**config.mk**
```make
export PLATFORM = sky130hd
export DESIGN_NAME = turtle_line_generator_flat
export DESIGN_NICKNAME = d
export VERILOG_FILES = /design/src/rtl/tlg_pkg.sv /design/src/rtl/tlg_intf.sv /design/src/rtl/turtle_line_generator.sv /design/src/rtl/tlg_ctrl.sv /design/src/rtl/tlg_datapath.sv /design/src/flat_wrapper.sv
export SDC_FILE = /design/constraint.sdc
export NUM_CORES = 2
export LEC_CHECK = 0
export ABC_AREA = 1
export BUFFER_PORTS_ARGS = -buffer_cell sky130_fd_sc_hd__buf_4
export CORE_MARGIN = 2
export CORE_UTILIZATION = 50
export DETAILED_ROUTE_END_ITERATION = 16
export PLACE_DENSITY = 0.62
export SYNTH_ARGS = -nofsm -noshare
export SYNTH_HDL_FRONTEND = slang
export SYNTH_SLANG_ARGS = --single-unit
export TNS_END_PERCENT = 30
```
**constraint.sdc**
```tcl
create_clock -name clk -period 10.15 [get_ports clk]
set_clock_uncertainty 0.2 [all_clocks]
set_input_delay 3.045 -clock clk [delete_from_list [all_inputs] [get_ports clk]]
set_output_delay 3.045 -clock clk [all_outputs]
set_load 0.01 [all_outputs]
```
**src/rtl/tlg_pkg.sv**
```systemverilog
// Shared types, codes and constants of the turtle line generator.
// No dependencies; every other file refers to it by scoped names.
package tlg_pkg;

    // Field widths of the channels
    localparam int OP_W       = 3;
    localparam int TURN_W     = 14;
    localparam int DIST_W     = 16;
    localparam int POS_W      = 18;
    localparam int HDG_W      = 16;
    localparam int START_H_W  = 13;
    localparam int CFG_IDX_W  = 2;
    localparam int CFG_DATA_W = 16;

    // CORDIC datapath
    localparam int CORDIC_STEPS_DEF = 16;
    localparam int ATAN_DEPTH       = 24;
    localparam int ATAN_IDX_W       = 5;
    localparam int CX_W             = 48;
    localparam int Z_W              = 32;

    // Gain correction K in Q30 and the rounding half of Q30
    localparam logic signed [30:0] GAIN_Q30 = 31'sd652032874;
    localparam logic signed [CX_W-1:0] RND_HALF = 48'sd536870912;

    // Angle conversion: round(a * 1024 / 90) done as (a*1024 + 45) * ceil(2^31/90) >> 31
    localparam logic [23:0] CONV_BIAS = 24'd45;
    localparam logic [24:0] RECIP_90  = 25'd23860930;
    localparam int          RECIP_SH  = 31;

    // Command codes
    typedef enum logic [OP_W-1:0] {
        OP_RIGHT   = 3'd0,
        OP_LEFT    = 3'd1,
        OP_PEN     = 3'd2,
        OP_FORWARD = 3'd3,
        OP_RESTART = 3'd4
    } op_t;

    // Configuration register indexes
    typedef enum logic [CFG_IDX_W-1:0] {
        REG_START_X   = 2'd0,
        REG_START_Y   = 2'd1,
        REG_START_HDG = 2'd2
    } reg_idx_t;

    // Controller states
    typedef enum logic [2:0] {
        ST_IDLE,
        ST_DISPATCH,
        ST_CONV,
        ST_APPLY,
        ST_GAIN,
        ST_ITER,
        ST_ROUND,
        ST_UPDATE
    } state_t;

    // Controller to datapath commands
    typedef struct packed {
        logic load_in;
        logic set_pen;
        logic conv;
        logic apply;
        logic cordic_init;
        logic cordic_step;
        logic round;
        logic update;
    } ctrl_t;

    // Datapath to controller status
    typedef struct packed {
        logic [OP_W-1:0] op;
        logic            pen_lowered;
        logic            step_last;
        logic            out_full;
    } stat_t;

    // Arctangent of 2^-i in units of 2^-32 turn
    function automatic logic [Z_W-1:0] atan_turn(input logic [ATAN_IDX_W-1:0] idx);
        logic [Z_W-1:0] v;
        begin
            case (idx)
                5'd0:    v = 32'h20000000;
                5'd1:    v = 32'h12E4051E;
                5'd2:    v = 32'h09FB385B;
                5'd3:    v = 32'h051111D4;
                5'd4:    v = 32'h028B0D43;
                5'd5:    v = 32'h0145D7E1;
                5'd6:    v = 32'h00A2F61E;
                5'd7:    v = 32'h00517C55;
                5'd8:    v = 32'h0028BE53;
                5'd9:    v = 32'h00145F2F;
                5'd10:   v = 32'h000A2F98;
                5'd11:   v = 32'h000517CC;
                5'd12:   v = 32'h00028BE6;
                5'd13:   v = 32'h000145F3;
                5'd14:   v = 32'h0000A2FA;
                5'd15:   v = 32'h0000517D;
                5'd16:   v = 32'h000028BE;
                5'd17:   v = 32'h0000145F;
                5'd18:   v = 32'h00000A30;
                5'd19:   v = 32'h00000518;
                5'd20:   v = 32'h0000028C;
                5'd21:   v = 32'h00000146;
                5'd22:   v = 32'h000000A3;
                5'd23:   v = 32'h00000051;
                default: v = '0;
            endcase
            return v;
        end
    endfunction

endpackage

```
**src/rtl/tlg_intf.sv**
```systemverilog
// Channel interfaces of the turtle line generator: command, segment, config.
// Depends on tlg_pkg for field widths.
interface tlg_cmd_if;
    logic                              valid;
    logic                              ready;
    logic [tlg_pkg::OP_W-1:0]          op;
    logic signed [tlg_pkg::TURN_W-1:0] turn_amount;
    logic                              pen_state;
    logic signed [tlg_pkg::DIST_W-1:0] distance;

    modport source (output valid, op, turn_amount, pen_state, distance, input ready);
    modport sink   (input valid, op, turn_amount, pen_state, distance, output ready);
endinterface

interface tlg_seg_if;
    logic                             valid;
    logic                             ready;
    logic signed [tlg_pkg::POS_W-1:0] seg_start_x;
    logic signed [tlg_pkg::POS_W-1:0] seg_start_y;
    logic signed [tlg_pkg::POS_W-1:0] seg_end_x;
    logic signed [tlg_pkg::POS_W-1:0] seg_end_y;

    modport source (output valid, seg_start_x, seg_start_y, seg_end_x, seg_end_y,
                    input ready);
    modport sink   (input valid, seg_start_x, seg_start_y, seg_end_x, seg_end_y,
                    output ready);
endinterface

interface tlg_cfg_if;
    logic                              valid;
    logic                              ready;
    logic [tlg_pkg::CFG_IDX_W-1:0]     index;
    logic [tlg_pkg::CFG_DATA_W-1:0]    data;

    modport source (output valid, index, data, input ready);
    modport sink   (input valid, index, data, output ready);
endinterface

```
**src/rtl/turtle_line_generator.sv**
```systemverilog
// Top level of the turtle line generator: controller plus datapath.
// Depends on tlg_pkg, tlg_intf.sv, tlg_ctrl and tlg_datapath.
//
//   channel  dir  word                                          taken when
//   cmd      in   op, turn_amount, pen_state, distance          valid && ready
//   seg      out  seg_start_x/y, seg_end_x/y                    valid && ready
//   cfg      in   index, data (start_x, start_y, start_heading) valid (ready held high)
//
// One command at a time. Forward runs dispatch, gain, the CORDIC iterations
// (one rotation per cycle), round and update; turn and restart run dispatch,
// conversion and apply; set pen and unused codes take only dispatch.
// Reset restores pose (0, 0, facing up), pen up and the start registers.
// A forward with the pen down waits in its update state while the segment
// register still holds an untaken word; otherwise outputs never stall input.
module turtle_line_generator #(
    parameter int CORDIC_STEPS = tlg_pkg::CORDIC_STEPS_DEF
) (
    input  logic      clk,
    input  logic      rst_n,
    tlg_cmd_if.sink   cmd,
    tlg_seg_if.source seg,
    tlg_cfg_if.sink   cfg
);

    tlg_pkg::ctrl_t ctl;
    tlg_pkg::stat_t sts;
    logic           cmd_ready;

    assign cmd.ready = cmd_ready;

    // Sequence each command
    tlg_ctrl u_ctrl (
        .clk       (clk),
        .rst_n     (rst_n),
        .cmd_valid (cmd.valid),
        .cmd_ready (cmd_ready),
        .sts       (sts),
        .ctl       (ctl)
    );

    // Hold the pose and do the arithmetic
    tlg_datapath #(
        .CORDIC_STEPS (CORDIC_STEPS)
    ) u_datapath (
        .clk         (clk),
        .rst_n       (rst_n),
        .op          (cmd.op),
        .turn_amount (cmd.turn_amount),
        .pen_state   (cmd.pen_state),
        .distance    (cmd.distance),
        .cfg         (cfg),
        .seg         (seg),
        .ctl         (ctl),
        .sts         (sts)
    );

endmodule

```
**src/rtl/tlg_ctrl.sv**
```systemverilog
// Sequencing state machine of the turtle line generator.
// Depends on tlg_pkg (state, command and status types, op codes).
module tlg_ctrl (
    input  logic           clk,
    input  logic           rst_n,
    input  logic           cmd_valid,
    output logic           cmd_ready,
    input  tlg_pkg::stat_t sts,
    output tlg_pkg::ctrl_t ctl
);

    tlg_pkg::state_t state_reg;
    tlg_pkg::state_t state_next;

    // Hold the state
    always_ff @(posedge clk or negedge rst_n)
    begin
        if (!rst_n)
        begin
            state_reg <= tlg_pkg::ST_IDLE;
        end
        else
        begin
            state_reg <= state_next;
        end
    end

    // Pick the next state
    always_comb
    begin
        state_next = state_reg;
        case (state_reg)
            tlg_pkg::ST_IDLE:
            begin
                if (cmd_valid)
                begin
                    state_next = tlg_pkg::ST_DISPATCH;
                end
            end
            tlg_pkg::ST_DISPATCH:
            begin
                if (sts.op inside {tlg_pkg::OP_RIGHT, tlg_pkg::OP_LEFT, tlg_pkg::OP_RESTART})
                begin
                    state_next = tlg_pkg::ST_CONV;
                end
                else if (sts.op == tlg_pkg::OP_FORWARD)
                begin
                    state_next = tlg_pkg::ST_GAIN;
                end
                else
                begin
                    state_next = tlg_pkg::ST_IDLE;
                end
            end
            tlg_pkg::ST_CONV:   state_next = tlg_pkg::ST_APPLY;
            tlg_pkg::ST_APPLY:  state_next = tlg_pkg::ST_IDLE;
            tlg_pkg::ST_GAIN:   state_next = tlg_pkg::ST_ITER;
            tlg_pkg::ST_ITER:
            begin
                if (sts.step_last)
                begin
                    state_next = tlg_pkg::ST_ROUND;
                end
            end
            tlg_pkg::ST_ROUND:  state_next = tlg_pkg::ST_UPDATE;
            tlg_pkg::ST_UPDATE:
            begin
                if (!(sts.pen_lowered && sts.out_full))
                begin
                    state_next = tlg_pkg::ST_IDLE;
                end
            end
            default:            state_next = tlg_pkg::ST_IDLE;
        endcase
    end

    // Drive commands for the current state
    always_comb
    begin
        ctl       = '0;
        cmd_ready = 1'b0;
        case (state_reg)
            tlg_pkg::ST_IDLE:
            begin
                cmd_ready   = 1'b1;
                ctl.load_in = cmd_valid;
            end
            tlg_pkg::ST_DISPATCH: ctl.set_pen     = (sts.op == tlg_pkg::OP_PEN);
            tlg_pkg::ST_CONV:     ctl.conv        = 1'b1;
            tlg_pkg::ST_APPLY:    ctl.apply       = 1'b1;
            tlg_pkg::ST_GAIN:     ctl.cordic_init = 1'b1;
            tlg_pkg::ST_ITER:     ctl.cordic_step = 1'b1;
            tlg_pkg::ST_ROUND:    ctl.round       = 1'b1;
            tlg_pkg::ST_UPDATE:   ctl.update      = !(sts.pen_lowered && sts.out_full);
            default:              ctl             = '0;
        endcase
    end

endmodule

```
**src/rtl/tlg_datapath.sv**
```systemverilog
// Datapath of the turtle line generator: pose registers, angle conversion,
// iterative CORDIC, saturation and the segment output register.
// Depends on tlg_pkg and the channel interfaces in tlg_intf.sv.
module tlg_datapath #(
    parameter int CORDIC_STEPS = tlg_pkg::CORDIC_STEPS_DEF
) (
    input  logic                              clk,
    input  logic                              rst_n,
    input  logic [tlg_pkg::OP_W-1:0]          op,
    input  logic signed [tlg_pkg::TURN_W-1:0] turn_amount,
    input  logic                              pen_state,
    input  logic signed [tlg_pkg::DIST_W-1:0] distance,
    tlg_cfg_if.sink                           cfg,
    tlg_seg_if.source                         seg,
    input  tlg_pkg::ctrl_t                    ctl,
    output tlg_pkg::stat_t                    sts
);

    localparam int POS_W  = tlg_pkg::POS_W;
    localparam int HDG_W  = tlg_pkg::HDG_W;
    localparam int CX_W   = tlg_pkg::CX_W;
    localparam int Z_W    = tlg_pkg::Z_W;
    localparam int TURN_W = tlg_pkg::TURN_W;
    localparam int DIST_W = tlg_pkg::DIST_W;
    localparam int AIW    = tlg_pkg::ATAN_IDX_W;
    localparam int STEP_W = (CORDIC_STEPS > 1) ? $clog2(CORDIC_STEPS) : 1;
    localparam logic [STEP_W-1:0] STEP_LAST = STEP_W'(CORDIC_STEPS - 1);
    localparam logic signed [POS_W-1:0] POS_MAX = {1'b0, {(POS_W-1){1'b1}}};
    localparam logic signed [POS_W-1:0] POS_MIN = {1'b1, {(POS_W-1){1'b0}}};

    // Clamp a sum one bit wider than a position to the position range
    function automatic logic signed [POS_W-1:0] sat_pos(input logic signed [POS_W:0] v);
        logic signed [POS_W-1:0] r;
        begin
            if (v[POS_W] != v[POS_W-1])
            begin
                r = v[POS_W] ? POS_MIN : POS_MAX;
            end
            else
            begin
                r = v[POS_W-1:0];
            end
            return r;
        end
    endfunction

    // Latched command word
    logic [tlg_pkg::OP_W-1:0]  op_reg;
    logic signed [TURN_W-1:0]  turn_reg;
    logic                      pen_in_reg;
    logic signed [DIST_W-1:0]  dist_reg;

    // Configuration and turtle state
    logic signed [tlg_pkg::CFG_DATA_W-1:0] start_x_reg;
    logic signed [tlg_pkg::CFG_DATA_W-1:0] start_y_reg;
    logic [tlg_pkg::START_H_W-1:0]         start_hdg_reg;
    logic signed [POS_W-1:0]               pos_x_reg;
    logic signed [POS_W-1:0]               pos_y_reg;
    logic [HDG_W-1:0]                      heading_reg;
    logic [HDG_W-1:0]                      heading_next;
    logic                                  pen_reg;

    // Angle conversion
    logic [TURN_W-1:0] conv_mag;
    logic              conv_neg;
    logic [23:0]       conv_num;
    logic [48:0]       conv_prod;
    logic [HDG_W-1:0]  conv_q_reg;
    logic              conv_neg_reg;
    logic [HDG_W-1:0]  bam;

    // CORDIC
    logic [HDG_W-1:0]         hdg_off;
    logic                     fold;
    logic signed [DIST_W:0]   d_ext;
    logic signed [DIST_W:0]   d_fold;
    logic signed [CX_W-1:0]   gain_prod;
    logic signed [CX_W-1:0]   cx_reg;
    logic signed [CX_W-1:0]   cy_reg;
    logic signed [CX_W-1:0]   cx_sh;
    logic signed [CX_W-1:0]   cy_sh;
    logic [Z_W-1:0]           z_reg;
    logic [Z_W-1:0]           atan_val;
    logic [STEP_W-1:0]        step_reg;
    logic signed [CX_W-1:0]   rnd_x;
    logic signed [CX_W-1:0]   rnd_y;
    logic signed [POS_W-1:0]  dx_reg;
    logic signed [POS_W-1:0]  dy_reg;
    logic signed [POS_W:0]    sum_x;
    logic signed [POS_W:0]    sum_y;
    logic signed [POS_W-1:0]  new_x;
    logic signed [POS_W-1:0]  new_y;

    // Segment output register
    logic                    seg_valid_reg;
    logic signed [POS_W-1:0] seg_sx_reg;
    logic signed [POS_W-1:0] seg_sy_reg;
    logic signed [POS_W-1:0] seg_ex_reg;
    logic signed [POS_W-1:0] seg_ey_reg;

    // Capture the accepted command word
    always_ff @(posedge clk)
    begin
        if (ctl.load_in)
        begin
            op_reg     <= op;
            turn_reg   <= turn_amount;
            pen_in_reg <= pen_state;
            dist_reg   <= distance;
        end
    end

    // Take configuration writes; indexes past the list are dropped
    assign cfg.ready = 1'b1;

    always_ff @(posedge clk or negedge rst_n)
    begin
        if (!rst_n)
        begin
            start_x_reg   <= '0;
            start_y_reg   <= '0;
            start_hdg_reg <= tlg_pkg::START_H_W'(1440);
        end
        else if (cfg.valid)
        begin
            case (cfg.index)
                tlg_pkg::REG_START_X:   start_x_reg   <= cfg.data;
                tlg_pkg::REG_START_Y:   start_y_reg   <= cfg.data;
                tlg_pkg::REG_START_HDG: start_hdg_reg <= cfg.data[tlg_pkg::START_H_W-1:0];
                default:                ;
            endcase
        end
    end

    // Convert 1/16 degree to binary angle: magnitude, bias, reciprocal multiply
    always_comb
    begin
        if (op_reg == tlg_pkg::OP_RESTART)
        begin
            conv_neg = 1'b0;
            conv_mag = {1'b0, start_hdg_reg};
        end
        else
        begin
            conv_neg = turn_reg[TURN_W-1];
            conv_mag = conv_neg ? (~turn_reg + 1'b1) : turn_reg;
        end
        conv_num  = {conv_mag, 10'd0} + tlg_pkg::CONV_BIAS;
        conv_prod = conv_num * tlg_pkg::RECIP_90;
    end

    always_ff @(posedge clk)
    begin
        if (ctl.conv)
        begin
            conv_q_reg   <= conv_prod[tlg_pkg::RECIP_SH +: HDG_W];
            conv_neg_reg <= conv_neg;
        end
    end

    assign bam = conv_neg_reg ? (HDG_W'(0) - conv_q_reg) : conv_q_reg;

    // Work out the new heading for turn and restart
    always_comb
    begin
        case (op_reg)
            tlg_pkg::OP_RIGHT:   heading_next = heading_reg - bam;
            tlg_pkg::OP_LEFT:    heading_next = heading_reg + bam;
            tlg_pkg::OP_RESTART: heading_next = bam;
            default:             heading_next = heading_reg;
        endcase
    end

    // Fold the back half-plane into the front by negating the start vector
    assign hdg_off   = heading_reg + HDG_W'(16'h4000);
    assign fold      = hdg_off[HDG_W-1];
    assign d_ext     = {dist_reg[DIST_W-1], dist_reg};
    assign d_fold    = fold ? -d_ext : d_ext;
    assign gain_prod = d_fold * tlg_pkg::GAIN_Q30;

    // One micro-rotation per cycle
    assign cx_sh    = cx_reg >>> step_reg;
    assign cy_sh    = cy_reg >>> step_reg;
    assign atan_val = tlg_pkg::atan_turn(AIW'(step_reg));

    always_ff @(posedge clk)
    begin
        if (ctl.cordic_init)
        begin
            cx_reg   <= gain_prod;
            cy_reg   <= '0;
            z_reg    <= {heading_reg[HDG_W-1] ^ fold, heading_reg[HDG_W-2:0],
                         {(Z_W-HDG_W){1'b0}}};
            step_reg <= '0;
        end
        else if (ctl.cordic_step)
        begin
            if (!z_reg[Z_W-1])
            begin
                cx_reg <= cx_reg - cy_sh;
                cy_reg <= cy_reg + cx_sh;
                z_reg  <= z_reg - atan_val;
            end
            else
            begin
                cx_reg <= cx_reg + cy_sh;
                cy_reg <= cy_reg - cx_sh;
                z_reg  <= z_reg + atan_val;
            end
            step_reg <= step_reg + 1'b1;
        end
    end

    // Round Q30 back to the position unit
    assign rnd_x = cx_reg + tlg_pkg::RND_HALF;
    assign rnd_y = cy_reg + tlg_pkg::RND_HALF;

    always_ff @(posedge clk)
    begin
        if (ctl.round)
        begin
            dx_reg <= rnd_x[30 +: POS_W];
            dy_reg <= rnd_y[30 +: POS_W];
        end
    end

    // Add the step and saturate
    assign sum_x = {pos_x_reg[POS_W-1], pos_x_reg} + {dx_reg[POS_W-1], dx_reg};
    assign sum_y = {pos_y_reg[POS_W-1], pos_y_reg} + {dy_reg[POS_W-1], dy_reg};
    assign new_x = sat_pos(sum_x);
    assign new_y = sat_pos(sum_y);

    // Turtle state
    always_ff @(posedge clk or negedge rst_n)
    begin
        if (!rst_n)
        begin
            pos_x_reg   <= '0;
            pos_y_reg   <= '0;
            heading_reg <= HDG_W'(16384);
            pen_reg     <= 1'b0;
        end
        else
        begin
            if (ctl.set_pen)
            begin
                pen_reg <= pen_in_reg;
            end
            if (ctl.apply)
            begin
                heading_reg <= heading_next;
                if (op_reg == tlg_pkg::OP_RESTART)
                begin
                    pos_x_reg <= POS_W'(start_x_reg);
                    pos_y_reg <= POS_W'(start_y_reg);
                end
            end
            else if (ctl.update)
            begin
                pos_x_reg <= new_x;
                pos_y_reg <= new_y;
            end
        end
    end

    // Load the segment word with the pen down; drop valid when taken
    always_ff @(posedge clk or negedge rst_n)
    begin
        if (!rst_n)
        begin
            seg_valid_reg <= 1'b0;
        end
        else if (ctl.update && pen_reg)
        begin
            seg_valid_reg <= 1'b1;
        end
        else if (seg.ready)
        begin
            seg_valid_reg <= 1'b0;
        end
    end

    always_ff @(posedge clk)
    begin
        if (ctl.update && pen_reg)
        begin
            seg_sx_reg <= pos_x_reg;
            seg_sy_reg <= pos_y_reg;
            seg_ex_reg <= new_x;
            seg_ey_reg <= new_y;
        end
    end

    assign seg.valid       = seg_valid_reg;
    assign seg.seg_start_x = seg_sx_reg;
    assign seg.seg_start_y = seg_sy_reg;
    assign seg.seg_end_x   = seg_ex_reg;
    assign seg.seg_end_y   = seg_ey_reg;

    // Status back to the controller
    assign sts.op          = op_reg;
    assign sts.pen_lowered = pen_reg;
    assign sts.step_last   = (step_reg == STEP_LAST);
    assign sts.out_full    = seg_valid_reg && !seg.ready;

endmodule
```
**src/flat_wrapper.sv**
```systemverilog
// flat-port wrapper written by rule: the top's interface ports become plain ports
module turtle_line_generator_flat 
#(
    parameter int CORDIC_STEPS = tlg_pkg::CORDIC_STEPS_DEF
)
  (clk, rst_n, cmd_valid, cmd_op, cmd_turn_amount, cmd_pen_state, cmd_distance, cmd_ready, seg_valid, seg_seg_start_x, seg_seg_start_y, seg_seg_end_x, seg_seg_end_y, seg_ready, cfg_valid, cfg_index, cfg_data, cfg_ready);
  tlg_cmd_if cmd_i ();
  tlg_seg_if seg_i ();
  tlg_cfg_if cfg_i ();
  input  logic clk;
  input  logic rst_n;
  input wire logic [$bits(cmd_i.valid)-1:0] cmd_valid;
  input wire logic [$bits(cmd_i.op)-1:0] cmd_op;
  input wire logic [$bits(cmd_i.turn_amount)-1:0] cmd_turn_amount;
  input wire logic [$bits(cmd_i.pen_state)-1:0] cmd_pen_state;
  input wire logic [$bits(cmd_i.distance)-1:0] cmd_distance;
  output wire logic [$bits(cmd_i.ready)-1:0] cmd_ready;
  output wire logic [$bits(seg_i.valid)-1:0] seg_valid;
  output wire logic [$bits(seg_i.seg_start_x)-1:0] seg_seg_start_x;
  output wire logic [$bits(seg_i.seg_start_y)-1:0] seg_seg_start_y;
  output wire logic [$bits(seg_i.seg_end_x)-1:0] seg_seg_end_x;
  output wire logic [$bits(seg_i.seg_end_y)-1:0] seg_seg_end_y;
  input wire logic [$bits(seg_i.ready)-1:0] seg_ready;
  input wire logic [$bits(cfg_i.valid)-1:0] cfg_valid;
  input wire logic [$bits(cfg_i.index)-1:0] cfg_index;
  input wire logic [$bits(cfg_i.data)-1:0] cfg_data;
  output wire logic [$bits(cfg_i.ready)-1:0] cfg_ready;
  assign cmd_i.valid = cmd_valid;
  assign cmd_i.op = cmd_op;
  assign cmd_i.turn_amount = cmd_turn_amount;
  assign cmd_i.pen_state = cmd_pen_state;
  assign cmd_i.distance = cmd_distance;
  assign cmd_ready = cmd_i.ready;
  assign seg_valid = seg_i.valid;
  assign seg_seg_start_x = seg_i.seg_start_x;
  assign seg_seg_start_y = seg_i.seg_start_y;
  assign seg_seg_end_x = seg_i.seg_end_x;
  assign seg_seg_end_y = seg_i.seg_end_y;
  assign seg_i.ready = seg_ready;
  assign cfg_i.valid = cfg_valid;
  assign cfg_i.index = cfg_index;
  assign cfg_i.data = cfg_data;
  assign cfg_ready = cfg_i.ready;
  turtle_line_generator #(.CORDIC_STEPS(CORDIC_STEPS)) u_core (.clk(clk), .rst_n(rst_n), .cmd(cmd_i), .seg(seg_i), .cfg(cfg_i));
endmodule
```
After elaboration in Yosys (flattened, before gate mapping) --
Memory sizes are Yosys's and may differ from the RTL's. A register that Yosys moved wholly into a read port is not among the register bits. Cells that the tools add are included.
Cells by class: reduce and logical (&&, ||, !) cells 18, equal/unequal tests 20, multipliers 2, shift-type cells 2, bitwise logic cells 2, add/sub/neg operators 18, multiplexer cells 41
Operators by type and width (number):
- 48-bit two-way mux | 4
- 18-bit two-way mux | 10
- 48-bit by 31-bit adder with 48-bit output (second input constant) | 2
- 48-bit adder | 2
- 32-bit two-way mux | 3
- 48-bit by 4-bit >>> shifter with 48-bit output | 2
- 48-bit subtractor | 2
- 16-bit case mux with 3 select lines | 1
- 17-bit by 30-bit multiplier with 47-bit output (second input constant) | 1
- 24-bit by 24-bit multiplier with 46-bit output (second input constant) | 1
- 18-bit by 18-bit adder with 19-bit output | 2
- 32-bit adder | 1
- 32-bit subtractor | 1
- 14-bit two-way mux | 2
- 24-bit by 6-bit adder with 24-bit output (second input constant) | 1
- 3-bit case mux with 8 select lines | 1
- 17-bit two-way mux | 1
- 16-bit negation with 17-bit output | 1
- 16-bit by 15-bit adder with 16-bit output (second input constant) | 1
- 16-bit adder | 1
- 16-bit two-way mux | 1
- 1-bit by 16-bit subtractor with 16-bit output (first input constant) | 1
- 16-bit subtractor | 1
- 3-bit == test (second input constant) | 5
- other kinds (23) | 55
Storage, ports and cells: memories kept 1, memory bits (read-only) 480, output and inout port bits 75, input port bits 57, register bits after elaboration 393
Memory list:
- (no name shown) | words 16, width 30, read ports 1, clocked after Yosys merged registers in 1, wr ports 0, RTL line tlg_pkg.sv:83 | case (idx)

Logic depth before layout (Yosys ltp) --
depth after elaboration 7, gate-level depth with buffers 37, gate-level depth less buffers 36

Cells and area by module --
A second synthesis with hierarchy kept.
Second synthesis, totals: cells, all modules 6638, area, all modules 49277.3 µm²
By module, submodules not included:
- tlg_datapath | instances 1, area an instance 48990.7 µm², cells each 6590, seq. area each 11131.9 µm²
- tlg_ctrl | instances 1, area an instance 286.5 µm², cells each 48, seq. area each 75.1 µm²

Worst setup path after synthesis --
OpenSTA, ideal clock, no wires.
kind reg-to-reg, start register u_core.u_datapath.dist_reg[0], end register u_core.u_datapath.cx_reg[35] (data pin), path buffers 0, cell stages (with the launch flop) 37, arrival 7.357 ns, setup slack 2.334 ns, cells stage by stage edfxtp_1 > inv_1 > ha_1 > inv_1 > nor3_1 > inv_1 > nor3_1 > nand4_1 > nand3b_1 > nand2_1 > xor2_1 > inv_1 > fa_1 > inv_1 > fa_1 > inv_1 > fa_1 > inv_1 > fa_1 > fa_1 > inv_1 > fa_1 > inv_1 > ha_1 > nand2_1 > nor2_1 > inv_1 > nor2_1 > inv_1 > nor4_1 > a21oi_1 > o21ai_0 > nand2_1 > nand2_1 > a21oi_1 > o21ai_0 > nand2_1
On the way: word-level cells in the longest chain between the ends 4
Ends and longest elaborated chain:
- start: declaration | RTL line tlg_datapath.sv:51 | logic signed [DIST_W-1:0] dist_reg;
- start signal: assignment | RTL line tlg_datapath.sv:109 | dist_reg <= distance;
- 16-bit negation with 17-bit output | RTL line tlg_datapath.sv:178 | assign d_fold = fold ? -d_ext : d_ext;
- 17-bit two-way mux (*) | RTL line tlg_datapath.sv:178
- 17-bit by 30-bit multiplier with 47-bit output (*) | RTL line tlg_datapath.sv:179 | assign gain_prod = d_fold * tlg_pkg::GAIN_Q30;
- 48-bit two-way mux (*) | RTL line tlg_datapath.sv:188 | if (ctl.cordic_init)
- end signal: assignment | RTL line tlg_datapath.sv:190 | cx_reg <= gain_prod;
- end signal: assignment | RTL line tlg_datapath.sv:200 | cx_reg <= cx_reg - cy_sh;
- end signal: assignment | RTL line tlg_datapath.sv:206 | cx_reg <= cx_reg + cy_sh;
- end: declaration | RTL line tlg_datapath.sv:78 | logic signed [CX_W-1:0] cx_reg;
Mark *: on every way between the ends. The rest lies on a longest branch, timed or not. A chain may end at the register's enable or synchronous reset.

Worst setup path after layout --
Ends and elaborated chain as after synthesis.

==> reports/results.txt <==
status: completed
Worst path slowest cell: fa_1
maximum number of pins on one net before global-route repair: 92
simple-gate share of the synthesized area: 22.4%
Synth Instances: 6,745
GRT Overall Usage: 30.5%
H-Tree Depth: 2
worst path arrival time: 8.99 ns
CTS tree: built
Slew Limit Fails: 0
GR Util met1: 42.2%
Hold/Removal Path Class: flop to flop
unrepaired setup endpoints after global routing: no
hold depth: 2
period utilization: 86.8%
diode count: 0
Resize count post-CTS: 0
Port Buf Inserts: 130
vias after detailed routing: 44.9k
area of the multi-input gates: 33,700 um2
Syn-to-layout area delta: 7.70%
Hold-fix buffers, CTS: 0
Post-Syn Area: 49,800 um2
XOR/XNOR Fraction of Synth Area: 5.85%
CP Capture Type: flop
Reg area: 11,200 um2
Avg Inst Size Synth: 7.39 um2
Top FF cell, synth: edfxtp_1
global placer's final weighted congestion: 0.943
io pins: 132
EDFF count, synth: 222
R2R setup slack: 1.34 ns
kind of critical path: flop to flop
clk root buf: clkbuf_16
FMAX: 0.114 GHz
mean number of vias per cell: 5.52
Worst EP required: 10.33 ns
num rows: 115
Clock Sinks: 423
Clk pin slew, worst setup/hold paths: 0.07 ns
setup TNS: 0 ns
Hold Violations, Final: 0
die width: 320 um
Max-Cap Viols: 0
Slew HR: 24.8%
Tightest Pin Transition: 1.12 ns
Synth Area in Adders: 25.0%
Max Buffers Root-to-Sink: 3
Critical Path Start: u_core.u_datapath.dist_reg[0]
Synth Net Count: 7,623
FF+latch count, synth: 423
asr flop ratio synth: 24.1%
YS warnings: 0
startpoint type of the worst setup path: flop
first-pass GRT wire length: 247,000 um
R2R depth: 36
Final setup viols: 0
ratio of cells with drive above 1 in the final layout: 5.51%
fin nets: 7,674
Die Ht: 320 um
Fill cells: 9,718
Crit Path Max Fanout: 9
number of global-route vias before repair: 44.4k
worst reg2reg path startpoint: u_core.u_datapath.dist_reg[0]
Crit path largest cell delay: 0.65 ns
GR peak layer: met2
Iter 0 DRT Violations: 3,616
Starting Density: 50.6%
Most common cell on crit path: inv_1
Core Region: 98,600 um2
final WL: 157,000 um
GR Util met3: 2.48%
Post-CTS Setup Bufs: 0
drt wl/cell: 19.3 um
Residual DRC: 0
router iterations before antenna repair: 6
initial antenna violation count: 2
global-route met2 utilization: 51.2%
die area: 102,000 um2
post-synthesis mux area share: 0.100%
Synth Area in Compound Gates: 14.2%
CTS buffer count: 52
worst skew pair latency: 0.69 ns
register area share after synthesis: 22.5%
largest family of logic cells by synthesized area: adder cells
Hold Crit Start: u_core.u_datapath.start_y_reg[0]
remaining global-route overflow: 0
post-route minimum period: 8.81 ns
hpwl dp: 128,000 um
Antenna Nets Post-Route: 0
synth unique cells: 69
## routing by layer
layer	wire length, um	vias to the layer above
met5	0	-
li1	-	22300
met4	4610	0
met2	73400	1152
met1	71700	21200
met3	6990	227
## per-stage QoR
stage	hold slack, ns	worst slack, ns	util, %	cells	instance area (um2)
4_1_cts	0.281	1.39	54.4	8127	53700
3_3_place_gp	0.260	1.56	52.6	8029	51900
3_5_place_dp	0.268	1.45	52.6	8029	51900
6_report	0.279	1.34	54.4	8127	53700
5_1_grt	0.295	0.559	54.4	8127	53700
2_1_floorplan	0.248	2.33	-	6745	49800
## cell usage after synthesis, drive strengths merged, types with 2 or more instances
library cell | number | share of area, %
nand3b | 7 | 0.11
clkbuf | 84 | 0.63
nor4 | 20 | 0.26
or2 | 37 | 0.46
o21a | 19 | 0.29
o22ai | 17 | 0.21
a32o | 4 | 0.080
o211ai | 32 | 0.48
nand3 | 551 | 5.6
nor2 | 508 | 3.9
o2111ai | 2 | 0.035
o221ai | 4 | 0.070
ha | 528 | 13
and3 | 6 | 0.075
o21ai | 584 | 6.1
a221o | 2 | 0.040
a221oi | 3 | 0.053
buf | 91 | 1.2
inv | 1074 | 8.1
a22oi | 3 | 0.045
o31ai | 9 | 0.14
a211oi | 7 | 0.11
nand4 | 56 | 0.72
mux2i | 5 | 0.10
fa | 293 | 12
dfstp | 5 | 0.26
nand2 | 1346 | 10
a21o | 27 | 0.41
a21oi | 438 | 4.4
nor3b | 2 | 0.030
edfxtp | 222 | 13
clkinv | 2 | 0.015
dfrtp | 97 | 4.9
dfxtp | 99 | 4.0
a311oi | 3 | 0.053
xor2 | 253 | 4.4
a31oi | 64 | 0.80
xnor2 | 80 | 1.4
nor3 | 98 | 1.0
a21boi | 21 | 0.32
o21bai | 34 | 0.51
## layout by cell type (no fill, tap or decap), drive strengths merged, types with 56 or more instances in the layout
cell type and count:
a21oi 438, a31oi 64, buf 172, clkbuf 66
dfrtp 97, dfxtp 99, edfxtp 222, fa 293
ha 528, inv 1077, nand2 1346, nand3 551
nand4 56, nor2 508, nor3 98, o21ai 584
xnor2 80, xor2 253
## cells by family after synthesis
logic type / after synthesis
flip-flops: 423
AO/OA/AOI/OAI: 1278
XOR/XNOR: 333
buffers and inverters: 1251
multiplexers: 5
AND/OR/NAND/NOR: 2633
adder cells (fa/ha/maj): 821
other: 1
## final timing paths
check,to
worst max register to register,u_core.u_datapath.cx_reg[35]
worst max-delay path,u_core.u_datapath.cx_reg[35]
min in group asynchronous,u_core.u_datapath.start_hdg_reg[0]
worst min register to register,u_core.u_datapath.start_y_reg[0]
worst min-delay path,u_core.u_datapath.start_y_reg[0]
max in group asynchronous,u_core.u_datapath.pos_y_reg[16]
## area by class of cell
| class | count | share of cell area (%) |
|---|---|---|
| clock inverter | 32 | 0.578 |
| sequential | 423 | 20.9 |
| timing repair buffer | 172 | 2.41 |
| tap | 1287 | 3.00 |
| inverter | 1076 | 7.54 |
| clock buffer | 66 | 2.73 |
| multi-input combinational | 5071 | 62.8 |
## critical path, delay by kind of cell (launching register included)
family	cells	cell delay, ns
adders and majority gates	8	3.61
and+or+nand+nor	11	1.72
AOI/OAI and AO/OA	6	1.28
buffers and inverters	11	1.10
DFF	1	0.60
Power is not shown: default switching activity piles up to over one toggle a cycle in this logic, so the estimate is an artifact.
